File: config.mk
export PLATFORM = sky130hd
export DESIGN_NAME = psu_queue
export DESIGN_NICKNAME = d
export VERILOG_FILES = /design/src/rtl/core/psu_queue.sv
export SDC_FILE = /design/constraint.sdc
export NUM_CORES = 1
export LEC_CHECK = 0
export ABC_AREA = 1
export BUFFER_PORTS_ARGS = -buffer_cell sky130_fd_sc_hd__buf_2
export CORE_UTILIZATION = 58
export DETAILED_ROUTE_END_ITERATION = 10
export PLACE_DENSITY = 0.78
export SYNTH_ARGS = -nofsm -noshare
export SYNTH_HDL_FRONTEND = slang
export SYNTH_SLANG_ARGS = --single-unit
File: constraint.sdc
create_clock -name clk -period 1.9 [get_ports clk]
set_input_delay 0.38 -clock clk [delete_from_list [all_inputs] [get_ports clk]]
set_output_delay 0.38 -clock clk [all_outputs]
set_load 0.1 [all_outputs]
File: src/rtl/core/psu_queue.sv
// psu_queue: small register fifo that decouples front and back
// depends on nothing but its parameters

module psu_queue #(
    parameter int DW    = 16,
    parameter int DEPTH = 4
) (
    input  logic          clk,
    input  logic          rst_n,
    input  logic          in_valid,
    output logic          in_ready,
    input  logic [DW-1:0] in_data,
    output logic          out_valid,
    input  logic          out_ready,
    output logic [DW-1:0] out_data
);
    localparam int PW = (DEPTH > 1) ? $clog2(DEPTH) : 1;
    localparam int NW = $clog2(DEPTH + 1);

    logic [DW-1:0] slot_reg [DEPTH];
    logic [PW-1:0] wr_ptr_reg, wr_ptr_next;
    logic [PW-1:0] rd_ptr_reg, rd_ptr_next;
    logic [NW-1:0] count_reg, count_next;
    logic          push, pop;

    assign in_ready  = (count_reg != NW'(DEPTH));
    assign out_valid = (count_reg != '0);
    assign out_data  = slot_reg[rd_ptr_reg];
    assign push      = in_valid && in_ready;
    assign pop       = out_valid && out_ready;

    // pointer and fill count
    always_comb
    begin
        wr_ptr_next = wr_ptr_reg;
        rd_ptr_next = rd_ptr_reg;
        if (push)
            wr_ptr_next = (wr_ptr_reg == PW'(DEPTH - 1)) ? '0 : wr_ptr_reg + PW'(1);
        if (pop)
            rd_ptr_next = (rd_ptr_reg == PW'(DEPTH - 1)) ? '0 : rd_ptr_reg + PW'(1);
        case ({push, pop})
            2'b10:   count_next = count_reg + NW'(1);
            2'b01:   count_next = count_reg - NW'(1);
            default: count_next = count_reg;
        endcase
    end

    always_ff @(posedge clk or negedge rst_n)
    begin
        if (!rst_n)
        begin
            wr_ptr_reg <= '0;
            rd_ptr_reg <= '0;
            count_reg  <= '0;
        end
        else
        begin
            wr_ptr_reg <= wr_ptr_next;
            rd_ptr_reg <= rd_ptr_next;
            count_reg  <= count_next;
        end
    end

    // storage
    always_ff @(posedge clk)
    begin
        if (push)
            slot_reg[wr_ptr_reg] <= in_data;
    end

endmodule

==> metrics.txt, run 1 <==
RR Endpoint=count_reg[2]; Initial Util=61.8%; cell taking the most area after synthesis=edfxtp_1; GRT Total Usage=21.8%; type of the most critical hold path=input pin to register; row cnt=26; share of the synthesized area in the top cell type=59.0%; Yosys reg bits=71; Max Cap Viol=0; Post-synth top flop=edfxtp_1; First-pass DRT Iterations=4; minimum clock period=1.89 ns; htree depth=3; Synth area leaders=edfxtp_1 (59%), o211ai_2 (8.8%), nand2_2 (6.3%); Crit Path Max Fanout=48; DR iter-0 viols=76; layout cells sized above 1=44.0%; Std-Cell Core Area=5270 sq um; Worst-Skew Late Latency=0.34 ns; R2R cell count=10; Via Count=1914; Fin. Hold Viols=0; DP Wirelength=3.57 mm; Total Routed Length=5.61 mm; Congestion Overflow GR=0; worst r2r src=count_reg[0]; ANT nets after route=0; R2R Setup Slk=0.19 ns; Final nets=323; Post-synth EDFFs=64; cells after synthesis=245; Worst Max-Slew Pin Slew=0.488 ns; clk root buf=clkbuf_8; mean number of vias per cell=5.17; vias in the first global route=2005; # port buffers=37; n_diodes=0; Peak Freq=528 MHz; startpoint of the lowest-slack hold path=in_data[12]; number of instances in the placed design=354; Mean Syn Cell Area=13.3 sq um; Fin Clk Skew=0.00580 ns; Worst slew margin=67.7%; crit end category=primary output; Synth Warn #=0; clock-pin slew on the worst setup and hold paths=0.08 ns; synth unique cells=22; Arr. time, crit path=1.51 ns; pre-CTS setup slack=0.189 ns; initial antenna violation count=0; DIE HEIGHT=77.0 microns; # clock sinks=71; CTS tree=done; Final Max Tran Viols=0; status=finished, final reports clean; period utilization=99.7%; most frequent cell after synthesis=edfxtp_1; CTS Buffer Depth=2; first-pass GRT wire length=9.43 mm; register area share after synthesis=64.4%; average wire per standard cell=15.2 microns; WP data required=1.52 ns; I/O pins=38; Setup WS post-layout=0.00512 ns; hold depth=1; total CTS buffers=9; Finished Layout Cells=370; Mapped Area=3260 sq um; ys async rst share=9.86%; Area growth syn-to-layout=24.5%; RD Place Congestion=0.734; Worst setup SP type=register; Synth top cells by count=edfxtp_1 (64), inv_1 (42), nand2_2 (33); RSZ-0062 raised after global routing=true; drt drc=0; syn nets=272; largest net degree at the start of global routing=49; Post-CTS Setup Bufs=0; WS Path Type=register to primary output; area of the die=5920 sq um; die width=77.0 microns; max FFs per register=64; Final Core Density=77.0%; endpoints failing setup=0; hold endpoint=slot_reg[0][12]; Min Hold Slack=0.250 ns
-- metal layers --
metal	global-route usage (%)	wire length, microns	vias up
li1	-	-	935
met1	26.7	2340	913
met2	36.2	2910	51
met3	5.48	244	15
met4	10.6	119	0
met5	0	0	-
-- worst max-delay path, stage by stage, from the launching register on --
cell	delay, ns
dfrtp_2	0.43
buf_12	0.20
o211ai_1	0.26
nand2_2	0.10
buf_12	0.18
-- metrics by stage --
stage | setup TNS [ns] | instance area (sq um)
floorplan | -3.26 | 3290
detailed placement | 0 | 3780
finish | 0 | 4060
CTS | -0.0111 | 4050
global placement | 0 | 3780
global route | -0.524 | 4060
-- placed cells by master, fill, tap and decap left out, drive strengths merged --
cell type | synthesis | final
buf | 10 | 49
bufinv | 0 | 4
clkbuf | 0 | 9
clkinv | 1 | 3
dfrtp | 7 | 7
dlygate4sd3 | 0 | 1
edfxtp | 64 | 64
fa | 1 | 1
ha | 6 | 6
inv | 45 | 45
nand2 | 63 | 63
nand3 | 7 | 7
nand4 | 1 | 1
nor2 | 6 | 6
o211ai | 32 | 32
o21ai | 1 | 1
xnor2 | 1 | 1
-- cell families after synthesis --
family                   count (synthesis)  synth area share (%)
AND/OR/NAND/NOR                         77                  12.1
flip-flops                              71                  64.4
buffers and inverters                   56                  9.33
AO/OA/AOI/OAI                           33                  11.1
adder cells (fa/ha/maj)                  7                  2.92
XOR/XNOR                                 1                 0.269
-- worst max-delay path by stage --
stage	startpoint	cells after the start	endpoint
after floorplan	count_reg[2]	3	slot_reg[0][0]
after global placement	count_reg[0]	10	count_reg[2]
after detailed placement	count_reg[0]	10	count_reg[2]
after CTS	rd_ptr_reg[0]	4	out_data[3]
after global routing	rd_ptr_reg[0]	5	out_data[4]
final	rd_ptr_reg[0]	4	out_data[3]
-- area by class of cell --
cell class	count	area [sq um]
flip-flops and latches	71	2100
fillers	321	1210
multi-input cells	118	897
repair buffers	50	538
inverters	46	178
clock inverters	6	134
clock buffers	9	124
well taps	70	87.6
-- timing repair --
item	4_1_cts	5_1_grt
gates resized for setup	1	2
cloned	0	0
endpoints found under the setup margin	16	16
hold endpoints to repair	7	0
pin swaps	3	1
hold buffers	1	0
Power of run 1 is left out: the tool's default activity adds up to more than one toggle a clock period on the data nets, which glitch-free logic cannot reach.
==> run 2, diff against run 1 <==
Settings changed: CAP_MARGIN from default to 20, MAX_ROUTING_LAYER from default to met4.
==> run 2 against run 1 <==
Clock skew grew 0.0021 ns. Die area is the same. Maximum frequency grew 0.11%. Worst hold slack is essentially flat. Count of clock-buffer cells in the layout is the same. Wire length is essentially flat. Global-route usage grew 0.65 points. Critical path type unchanged.
==> metrics.txt, run 2 (synthesized netlist as in run 1, its figures left out) <==
status=finished, final reports clean; total CTS buffers=9 (unchanged); Peak Freq=528 MHz (+0.11%); CP max stage delay=0.43 ns (about the same); mean number of vias per cell=5.13 (-0.78%); CTS tree=done; WP data required=1.52 ns (about the same); WS Path Type=register to primary output; clk root buf=clkbuf_8; Fin Clk Skew=0.00793 ns (+0.00214 ns); htree depth=3 (unchanged); period utilization=99.6% (-0.11 points); Crit Path Max Fanout=48 (unchanged); crit end category=primary output; Worst setup SP type=register; RD Place Congestion=0.743 (+1.2%); minimum clock period=1.89 ns (-0.00213 ns); Worst-Skew Late Latency=0.34 ns (about the same); crit path max-delay cell type=dfrtp_2; # port buffers=37 (unchanged); area of the die=5920 sq um (unchanged); I/O pins=38 (unchanged); Congestion Overflow GR=0 (unchanged); Std-Cell Core Area=5270 sq um (unchanged); highest-count cells in the layout ignoring fill and taps=edfxtp_1 (64), inv_1 (42), nand2_2 (35); max FFs per register=64 (unchanged); endpoints failing setup=0 (unchanged); Worst Max-Slew Pin Slew=0.488 ns (+0.000654 ns); drt drc=0 (unchanged); Area growth syn-to-layout=24.5% (unchanged); Via Count=1899 (-0.78%); Crit path top cell by count=buf_12; # clock sinks=71 (unchanged); commonest non-fill, non-tap cell in the layout=edfxtp_1; type of the most critical hold path=input pin to register; setup TNS=0 ns (unchanged); Setup WS post-layout=0.00724 ns (+0.00213 ns); Worst slew margin=67.7% (about the same); die width=77.0 microns (unchanged); clock-pin slew on the worst setup and hold paths=0.08 ns (about the same); vias in the first global route=2001 (-0.20%); n_diodes=0 (unchanged); row cnt=26 (unchanged); Arr. time, crit path=1.51 ns (about the same); pre-CTS setup slack=0.189 ns (unchanged); layout cells sized above 1=44.0% (unchanged); largest net degree at the start of global routing=49 (unchanged); ANT nets after route=0 (unchanged); DR iter-0 viols=75 (-1.3%); CP Cell Sequence=buf_12, o211ai_1, nand2_2, buf_12; CTS Buffer Depth=2 (unchanged); GRT Total Usage=22.5% (+0.65 points); Total Routed Length=5.61 mm (about the same); CP top delay family=flip-flops; Max Cap Viol=0 (unchanged); First-pass DRT Iterations=4 (unchanged); initial antenna violation count=0 (unchanged); Fin. Hold Viols=0 (unchanged); RSZ-0062 raised after global routing=true; first-pass GRT wire length=9.44 mm (+0.15%); fillers=321 (unchanged); Final Max Tran Viols=0 (unchanged); worst path bufs/invs=2 (unchanged); Final nets=323 (unchanged); DIE HEIGHT=77.0 microns (unchanged); DP Wirelength=3.57 mm (unchanged); Initial Util=61.8% (unchanged); average wire per standard cell=15.2 microns (about the same)
run 2: cell counts in the layout (fill, tap and decap cells not counted):
No cell type changed its count.
run 2: final timing paths:
check                      depth (start not counted)  slack [ns]              end     startpoint
min in group asynchronous                          2        0.41     count_reg[1]          rst_n
max                                                4       0.007      out_data[3]  rd_ptr_reg[0]
max reg2reg                                       10        0.19     count_reg[2]   count_reg[0]
min reg2reg                                        1        0.49     count_reg[0]   count_reg[0]
max in group asynchronous                          2        1.32    rd_ptr_reg[1]          rst_n
min                                                1        0.25  slot_reg[0][12]    in_data[12]
run 2: cell type report:
cell class	count	area (sq um)	area share, %
clock buffers	9	124	3.05
clock inverters	6	134	3.30
inverters	46	178	4.38
multi-input cells	118	897	22.1
flip-flops and latches	71	2100	51.7
well taps	70	87.6	2.16
repair buffers	50	538	13.3
run 2: through the flow:
stage / hold WS, ns / std cells / area, sq um / utilization, %
floorplan: 0.0844 / 245 / 3290 / -
global placement: 0.223 / 354 / 3780 / 71.8
detailed placement: 0.223 / 354 / 3780 / 71.8
CTS: 0.236 / 370 / 4050 / 76.9
global route: 0.237 / 370 / 4060 / 77.0
finish: 0.251 / 370 / 4060 / 77.0
run 2: worst reg2reg max path: stages, from the launching register on:
cell	delay, ns
dfrtp_1	0.40
inv_2	0.13
nand3_4	0.10
nand2_4	0.13
ha_4	0.15
inv_1	0.05
fa_1	0.37
nand2_1	0.09
nand3_1	0.08
nand2_1	0.06
nand2_1	0.05
run 2: what timing repair did:
action | CTS | global route
hold buffers | 1 | 0
endpoints found under the setup margin | 16 | 16
buffers inserted | 0 | 0
hold endpoints to repair | 7 | 0
gates resized for setup | 1 | 2
pin swaps | 3 | 1
run 2: metal layers:
layer / wire length, microns / vias to the layer above / GRT usage (%)
li1: - / 932 / -
met2: 2880 / 45 / 36.2
met3: 219 / 17 / 5.48
met1: 2380 / 905 / 26.7
met5: 0 / - / -
met4: 135 / 0 / 10.6
Power of run 2 is left out for the same reason.
