===== src/rtl/core/psu_pkg.sv =====
// psu_pkg: shared types, codes and constants of the png scanline unfilter
// depends on nothing; used by psu_if, psu_front, psu_back and png_scanline_unfilter

package psu_pkg;

    // default line store depth in bytes
    localparam int MAX_ROW_BYTES_DEF = 8192;

    // width of the row length product and its saturation compare
    localparam int PROD_W = 17;

    // depth of the queue between front and back
    localparam int QUEUE_DEPTH = 4;

    // configuration port widths
    localparam int CFG_IDX_W  = 2;
    localparam int CFG_DATA_W = 16;

    // configuration register indexes
    localparam logic [CFG_IDX_W-1:0] CFG_IMAGE_WIDTH  = 2'd0;
    localparam logic [CFG_IDX_W-1:0] CFG_IMAGE_HEIGHT = 2'd1;
    localparam logic [CFG_IDX_W-1:0] CFG_PIXEL_BYTES  = 2'd2;

    // pixel_bytes code that selects rgb, every other code means rgba
    localparam logic [2:0] PIXEL_BYTES_RGB = 3'd3;

    // filter type codes
    localparam logic [2:0] FILT_NONE  = 3'd0;
    localparam logic [2:0] FILT_SUB   = 3'd1;
    localparam logic [2:0] FILT_UP    = 3'd2;
    localparam logic [2:0] FILT_AVG   = 3'd3;
    localparam logic [2:0] FILT_PAETH = 3'd4;

    // configuration register file contents
    typedef struct packed {
        logic [11:0] image_width;
        logic [15:0] image_height;
        logic [2:0]  pixel_bytes;
    } cfg_t;

    // one classified data byte, handed from front to back
    typedef struct packed {
        logic [7:0] data;
        logic [1:0] channel;
        logic [2:0] filt;
        logic       err;
        logic       last;
        logic       upper_ok;
    } uop_t;

endpackage


===== src/rtl/core/psu_if.sv =====
// psu_if: valid/ready channel interfaces of the png scanline unfilter
// depends on psu_pkg for the configuration port widths

// inflated stream bytes
interface psu_stream_if;
    logic       valid;
    logic       ready;
    logic [7:0] stream_byte;
    logic       image_start;

    modport source (output valid, output stream_byte, output image_start, input ready);
    modport sink   (input valid, input stream_byte, input image_start, output ready);
endinterface



===== src/rtl/core/psu_front.sv =====
// psu_front: accepts stream bytes, tracks row and column, classifies each byte
// depends on psu_pkg and psu_stream_if; feeds psu_queue

module psu_front #(
    parameter  int MAX_ROW_BYTES = psu_pkg::MAX_ROW_BYTES_DEF,
    localparam int XW            = $clog2(MAX_ROW_BYTES)
) (
    input  logic                 clk,
    input  logic                 rst_n,
    input  psu_pkg::cfg_t        cfg,
    psu_stream_if.sink           stream,
    output logic                 q_valid,
    input  logic                 q_ready,
    output logic [XW-1:0]        q_x,
    output psu_pkg::uop_t        q_uop
);
    import psu_pkg::*;

    localparam int CW = $clog2(MAX_ROW_BYTES + 1);
    localparam logic [PROD_W-1:0] MAX_LEN = PROD_W'(MAX_ROW_BYTES);

    logic [CW-1:0]     col_reg, col_next;
    logic [15:0]       row_reg, row_next;
    logic [2:0]        filt_reg, filt_next;
    logic              err_reg, err_next;
    logic [1:0]        mod3_reg, mod3_next;

    logic              bpp3;
    logic [11:0]       w_eff;
    logic [15:0]       h_eff;
    logic [PROD_W-1:0] prod;
    logic [PROD_W-1:0] row_len;
    logic [CW-1:0]     col_cur;
    logic [15:0]       row_cur;
    logic [15:0]       row_inc;
    logic              err_cur;
    logic              done;
    logic              is_filter;
    logic              row_end;
    logic              accept;
    logic [XW-1:0]     x;

    // effective configuration
    always_comb
    begin
        bpp3    = (cfg.pixel_bytes == PIXEL_BYTES_RGB);
        w_eff   = (cfg.image_width == 12'd0) ? 12'd1 : cfg.image_width;
        h_eff   = (cfg.image_height == 16'd0) ? 16'd1 : cfg.image_height;
        prod    = bpp3 ? ({5'b0, w_eff} + {4'b0, w_eff, 1'b0}) : {3'b0, w_eff, 2'b0};
        row_len = (prod > MAX_LEN) ? MAX_LEN : prod;
    end

    // classify the byte on the channel
    always_comb
    begin
        col_cur   = stream.image_start ? '0 : col_reg;
        row_cur   = stream.image_start ? 16'd0 : row_reg;
        err_cur   = stream.image_start ? 1'b0 : err_reg;
        row_inc   = row_cur + 16'd1;
        done      = (row_cur >= h_eff);
        is_filter = (col_cur == '0);
        x         = XW'(col_cur - CW'(1));
        row_end   = (PROD_W'(col_cur) >= row_len);
    end

    assign stream.ready = q_ready;
    assign accept       = stream.valid && q_ready;

    // data bytes go to the back
    always_comb
    begin
        q_valid        = stream.valid && !done && !is_filter;
        q_x            = x;
        q_uop.data     = stream.stream_byte;
        q_uop.channel  = bpp3 ? mod3_reg : x[1:0];
        q_uop.filt     = filt_reg;
        q_uop.err      = err_cur;
        q_uop.last     = row_end && (row_inc >= h_eff);
        q_uop.upper_ok = (row_cur != 16'd0);
    end

    // row and column bookkeeping
    always_comb
    begin
        col_next  = col_reg;
        row_next  = row_reg;
        filt_next = filt_reg;
        err_next  = err_reg;
        mod3_next = mod3_reg;
        if (accept)
        begin
            col_next = col_cur;
            row_next = row_cur;
            err_next = err_cur;
            if (!done)
            begin
                if (is_filter)
                begin
                    if (stream.stream_byte > {5'b0, FILT_PAETH})
                        err_next = 1'b1;
                    else
                        filt_next = stream.stream_byte[2:0];
                    col_next  = CW'(1);
                    mod3_next = 2'd0;
                end
                else
                begin
                    mod3_next = (mod3_reg == 2'd2) ? 2'd0 : mod3_reg + 2'd1;
                    if (row_end)
                    begin
                        col_next = '0;
                        row_next = row_inc;
                    end
                    else
                    begin
                        col_next = col_cur + CW'(1);
                    end
                end
            end
        end
    end

    // state registers
    always_ff @(posedge clk or negedge rst_n)
    begin
        if (!rst_n)
        begin
            col_reg  <= '0;
            row_reg  <= 16'd0;
            filt_reg <= FILT_NONE;
            err_reg  <= 1'b0;
            mod3_reg <= 2'd0;
        end
        else
        begin
            col_reg  <= col_next;
            row_reg  <= row_next;
            filt_reg <= filt_next;
            err_reg  <= err_next;
            mod3_reg <= mod3_next;
        end
    end

endmodule


===== src/flat_wrapper.sv =====
// flat-port wrapper written by rule: the top's interface ports become plain ports
module psu_front_flat import psu_pkg::*;
#(
    parameter  int MAX_ROW_BYTES = psu_pkg::MAX_ROW_BYTES_DEF,
    localparam int XW            = $clog2(MAX_ROW_BYTES)
)
  (clk, rst_n, cfg, q_valid, q_ready, q_x, q_uop, stream_valid, stream_stream_byte, stream_image_start, stream_ready);
  psu_stream_if stream_i ();
  input  logic clk;
  input  logic rst_n;
  input  psu_pkg::cfg_t cfg;
  output logic q_valid;
  input  logic q_ready;
  output logic [XW-1:0] q_x;
  output psu_pkg::uop_t q_uop;
  input wire logic [$bits(stream_i.valid)-1:0] stream_valid;
  input wire logic [$bits(stream_i.stream_byte)-1:0] stream_stream_byte;
  input wire logic [$bits(stream_i.image_start)-1:0] stream_image_start;
  output wire logic [$bits(stream_i.ready)-1:0] stream_ready;
  assign stream_i.valid = stream_valid;
  assign stream_i.stream_byte = stream_stream_byte;
  assign stream_i.image_start = stream_image_start;
  assign stream_ready = stream_i.ready;
  psu_front #(.MAX_ROW_BYTES(MAX_ROW_BYTES)) u_core (.clk(clk), .rst_n(rst_n), .cfg(cfg), .stream(stream_i), .q_valid(q_valid), .q_ready(q_ready), .q_x(q_x), .q_uop(q_uop));
endmodule

===== config.mk =====
export PLATFORM = sky130hd
export DESIGN_NAME = psu_front_flat
export DESIGN_NICKNAME = d
export VERILOG_FILES = /design/src/rtl/core/psu_pkg.sv /design/src/rtl/core/psu_if.sv /design/src/rtl/core/psu_front.sv /design/src/flat_wrapper.sv
export SDC_FILE = /design/constraint.sdc
export NUM_CORES = 1
export LEC_CHECK = 0
export BUFFER_PORTS_ARGS = -buffer_cell sky130_fd_sc_hd__buf_2
export CAP_MARGIN = 10
export CORE_UTILIZATION = 59
export DETAILED_ROUTE_END_ITERATION = 16
export PLACE_DENSITY = 0.82
export RECOVER_POWER = 50
export SYNTH_ARGS = -nofsm -noshare
export SYNTH_HDL_FRONTEND = slang
export SYNTH_SLANG_ARGS = --single-unit

===== constraint.sdc =====
create_clock -name clk -period 4.5 [get_ports clk]
set_input_delay 0 -clock clk [delete_from_list [all_inputs] [get_ports clk]]
set_output_delay 0 -clock clk [all_outputs]
set_load 0.02 [all_outputs]

==> impl_metrics.ini <==
[setup_path]
worstReg2RegStart = u_core.row_reg[4]
arrival_ps = 4620
critPathLaunchType = primary input
rrSetupSlack_ps = 920
rr_worst_depth = 9
crit_path_max_fanout = 17
crit_required_ps = 4650
crit_type = primary input to register
rr_endpoint = u_core.col_reg[10]
cp-end-kind = register

[clocking]
cts_buffers = 5
htreeDepth = 2
cts_sinks = 36
cts_buffer_depth = 2
path_clk_slew_ps = 70
clock_latency_ps = 290
cts_tree = built
clockRootBuffer = clkbuf_8

[power]
p_int_uw = 701
power_leakage_uw = 0.00284
p_switching_uw = 498
vdd_drop_max_v = 0.000197
p_per_area_nw_per_um2 = 206
sw_frac_of_total_pct = 41.6
seq_power_share_pct = 30.7
pwr-share-clk_pct = 20.3
comb_power_share_pct = 49.0

[global_route]
grt_pass1_wl_mm = 22.0
grt_max_degree = 46
antenna_found_initial = 0
grt_pass1_vias = 4825
grt-ovfl-total = 0
grt_usage_pct = 31.6

[timing]
maxSlewViolCount = 37
finalCritPeriodShare_pct = 99.4
hold_viol = 0
max_freq_mhz = 224
setup_viol = 0
fin_skew_ps = 12.6
period_needed_ps = 4470
max_slew_margin_pct = -30.8
worst_pin_slew_ps = 1960

[floorplanning]
die_h_microns = 92.4
core_area_sq_um = 7810
ios = 75
rows = 32
die_w_microns = 92.4
dieArea_sq_um = 8530
start_util_pct = 61.7

[synth]
yosys_warnings = 0
synthTopCellsByArea = dfrtp_1 19%, ha_1 17%, xnor2_1 4.7%
yosys.area.top_type_share_pct = 18.7
syn_nets = 733
async_flop_share_pct = 100
yosysUniqueCellTypes = 75
synth_edf_count = 0
synth_area_leader_cell = dfrtp_1
seq_area_frac_synth_pct = 18.7
ys_seq_elements = 36
syn_area_per_cell_sq_um = 7.76
synthCells = 621
synthesis.area_sq_um = 4820
ys.flop_type = dfrtp_1

[min_path]
hold_start = stream_stream_byte[7]
hold_path_class = primary input to register
hold_depth = 4
whs_endpoint = u_core.err_reg

[cells_and_area]
antennaDiodeCount = 0
stdcell_area_sq_um = 5810
final_layout_size_suffix_gt1_share_pct = 21.6
largest_reg_flops = 16
nets = 828
syn_to_final_growth_pct = 20.6
final-instance-count-excl-fill = 819

[placement]
portBuffers = 74
dpl.hpwl_mm = 10.5
place.gp.congestion = 0.918
place_inst = 801
dpl_cell_area_sq_um = 5450

[routing]
vias_per_cell = 6.36
wirelength_mm = 13.8
firstDrtPassIters = 5
drt_iter0_drc = 418
final_antenna_net_count = 0
drcViolationCount = 0
wl_per_cell_microns = 16.9
via_count = 5211

[outcome]
status = complete, but fails checks
violations = capacitance limit, slew limit

[flow_run]
maxCapViolCount = 1
layer usage:
layer / part of all wire, % / up-vias / GRT usage [%] / wire length [microns]
met5: 0 / - / 0 / 0
met4: 2.9 / 0 / 11.2 / 404
met3: 6.1 / 51 / 2.96 / 836
met2: 50 / 251 / 55.9 / 6860
met1: 41 / 2443 / 39.9 / 5720
li1: - / 2466 / - / -
per-stage QoR:
stage	utilization, %	hold WS [ps]	setup slack (ps)	TNS, ps	power [uW]
global route	74.4	216	-143	-658	1270
floorplan	-	-296	21.0	0	726
finish	74.4	174	28.5	0	1200
CTS	71.9	160	15.8	0	1160
detailed placement	69.8	129	-428	-8180	912
global placement	69.8	134	-348	-5580	898
area by class of cell:
type | instances | area, sq um
sequential | 36 | 901
clock inverter | 1 | 7.51
multi-input combinational | 506 | 3780
fill | 610 | 2000
timing repair buffer | 123 | 747
clock buffer | 7 | 86.3
tap | 102 | 128
inverter | 44 | 165
how the worst max path moves through the flow:
stage                     startpoint            endpoint  cells after the start
after global routing         cfg[29]   u_core.row_reg[9]                     23
after detailed placement     cfg[29]  u_core.col_reg[10]                     22
after global placement       cfg[29]  u_core.col_reg[10]                     23
final                        cfg[29]   u_core.row_reg[9]                     26
after CTS                    cfg[29]  u_core.col_reg[10]                     23
after floorplan              cfg[29]  u_core.col_reg[10]                     23
Yosys cell counts, drive strengths merged (13+ instances only):
| library cell | n |
|---|---|
| nand3 | 24 |
| clkbuf | 19 |
| nand4 | 14 |
| dfrtp | 36 |
| a31oi | 14 |
| ha | 67 |
| inv | 44 |
| a21oi | 21 |
| o21ai | 29 |
| a21o | 13 |
| nand2 | 58 |
| buf | 16 |
| nor2b | 24 |
| nor2 | 43 |
| nor3 | 30 |
| nor4 | 15 |
| xnor2 | 26 |
kinds of logic after synthesis:
family	Yosys count	share of synthesized area [%]
simple gates	250	27.2
xor+xnor	35	6.36
flops	36	18.7
fa+ha+maj	68	17.8
mux	7	1.56
compound gates	146	21.3
buf+inv	79	7.06
critical path: stages:
cell and delay, ps:
buf_2 90, inv_1 50, ha_1 200, and4_2 270, buf_4 180, a31oi_2 230, ha_1 270, o211a_1 250
nor3_4 230, a211oi_2 80, o21ai_1 190, a21oi_2 120, nor2_2 150, buf_4 170, buf_4 130, o21ai_0 110
ha_1 310, and2_1 140, nand4_1 110, nor3_1 140, buf_4 180, a21o_1 210, nand4_4 120, buf_12 240
nor4_2 260, xnor2_1 160
power groups by stage:
stage | clock, uW | sequential (uW) | combinational, uW
2_1_floorplan | 0 | 370 | 356
3_3_place_gp | 0 | 372 | 526
3_5_place_dp | 0 | 374 | 538
4_1_cts | 244 | 368 | 549
5_1_grt | 263 | 373 | 632
6_report | 243 | 369 | 587
timing repair:
| item | CTS | global route |
|---|---|---|
| pin swaps | 1 | 8 |
| buffers inserted | 1 | 5 |
| cloned | 0 | 0 |
| endpoints found under the setup margin | 21 | 31 |
| hold buffers | 4 | 0 |
| resized for setup | 5 | 35 |
| endpoints found under the hold margin | 39 | 0 |
layout by cell type (no fill, tap or decap), types with 7 or more instances in the layout:
master / synthesis / routed
a21o_1: 13 / 13
a21oi_1: 21 / 19
a31oi_1: 14 / 9
and2_1: 8 / 7
buf_2: 2 / 60
buf_4: 11 / 43
clkbuf_1: 19 / 15
dfrtp_1: 36 / 36
ha_1: 67 / 64
inv_1: 43 / 44
nand2_1: 57 / 57
nand3_1: 23 / 23
nand4_1: 13 / 13
nor2_1: 43 / 41
nor2b_1: 24 / 24
nor3_1: 29 / 25
nor4_1: 15 / 8
o211ai_1: 7 / 7
o21a_1: 7 / 7
o21ai_0: 24 / 23
xnor2_1: 26 / 26
xor2_1: 9 / 9
Power figures use the tool's default switching activity.
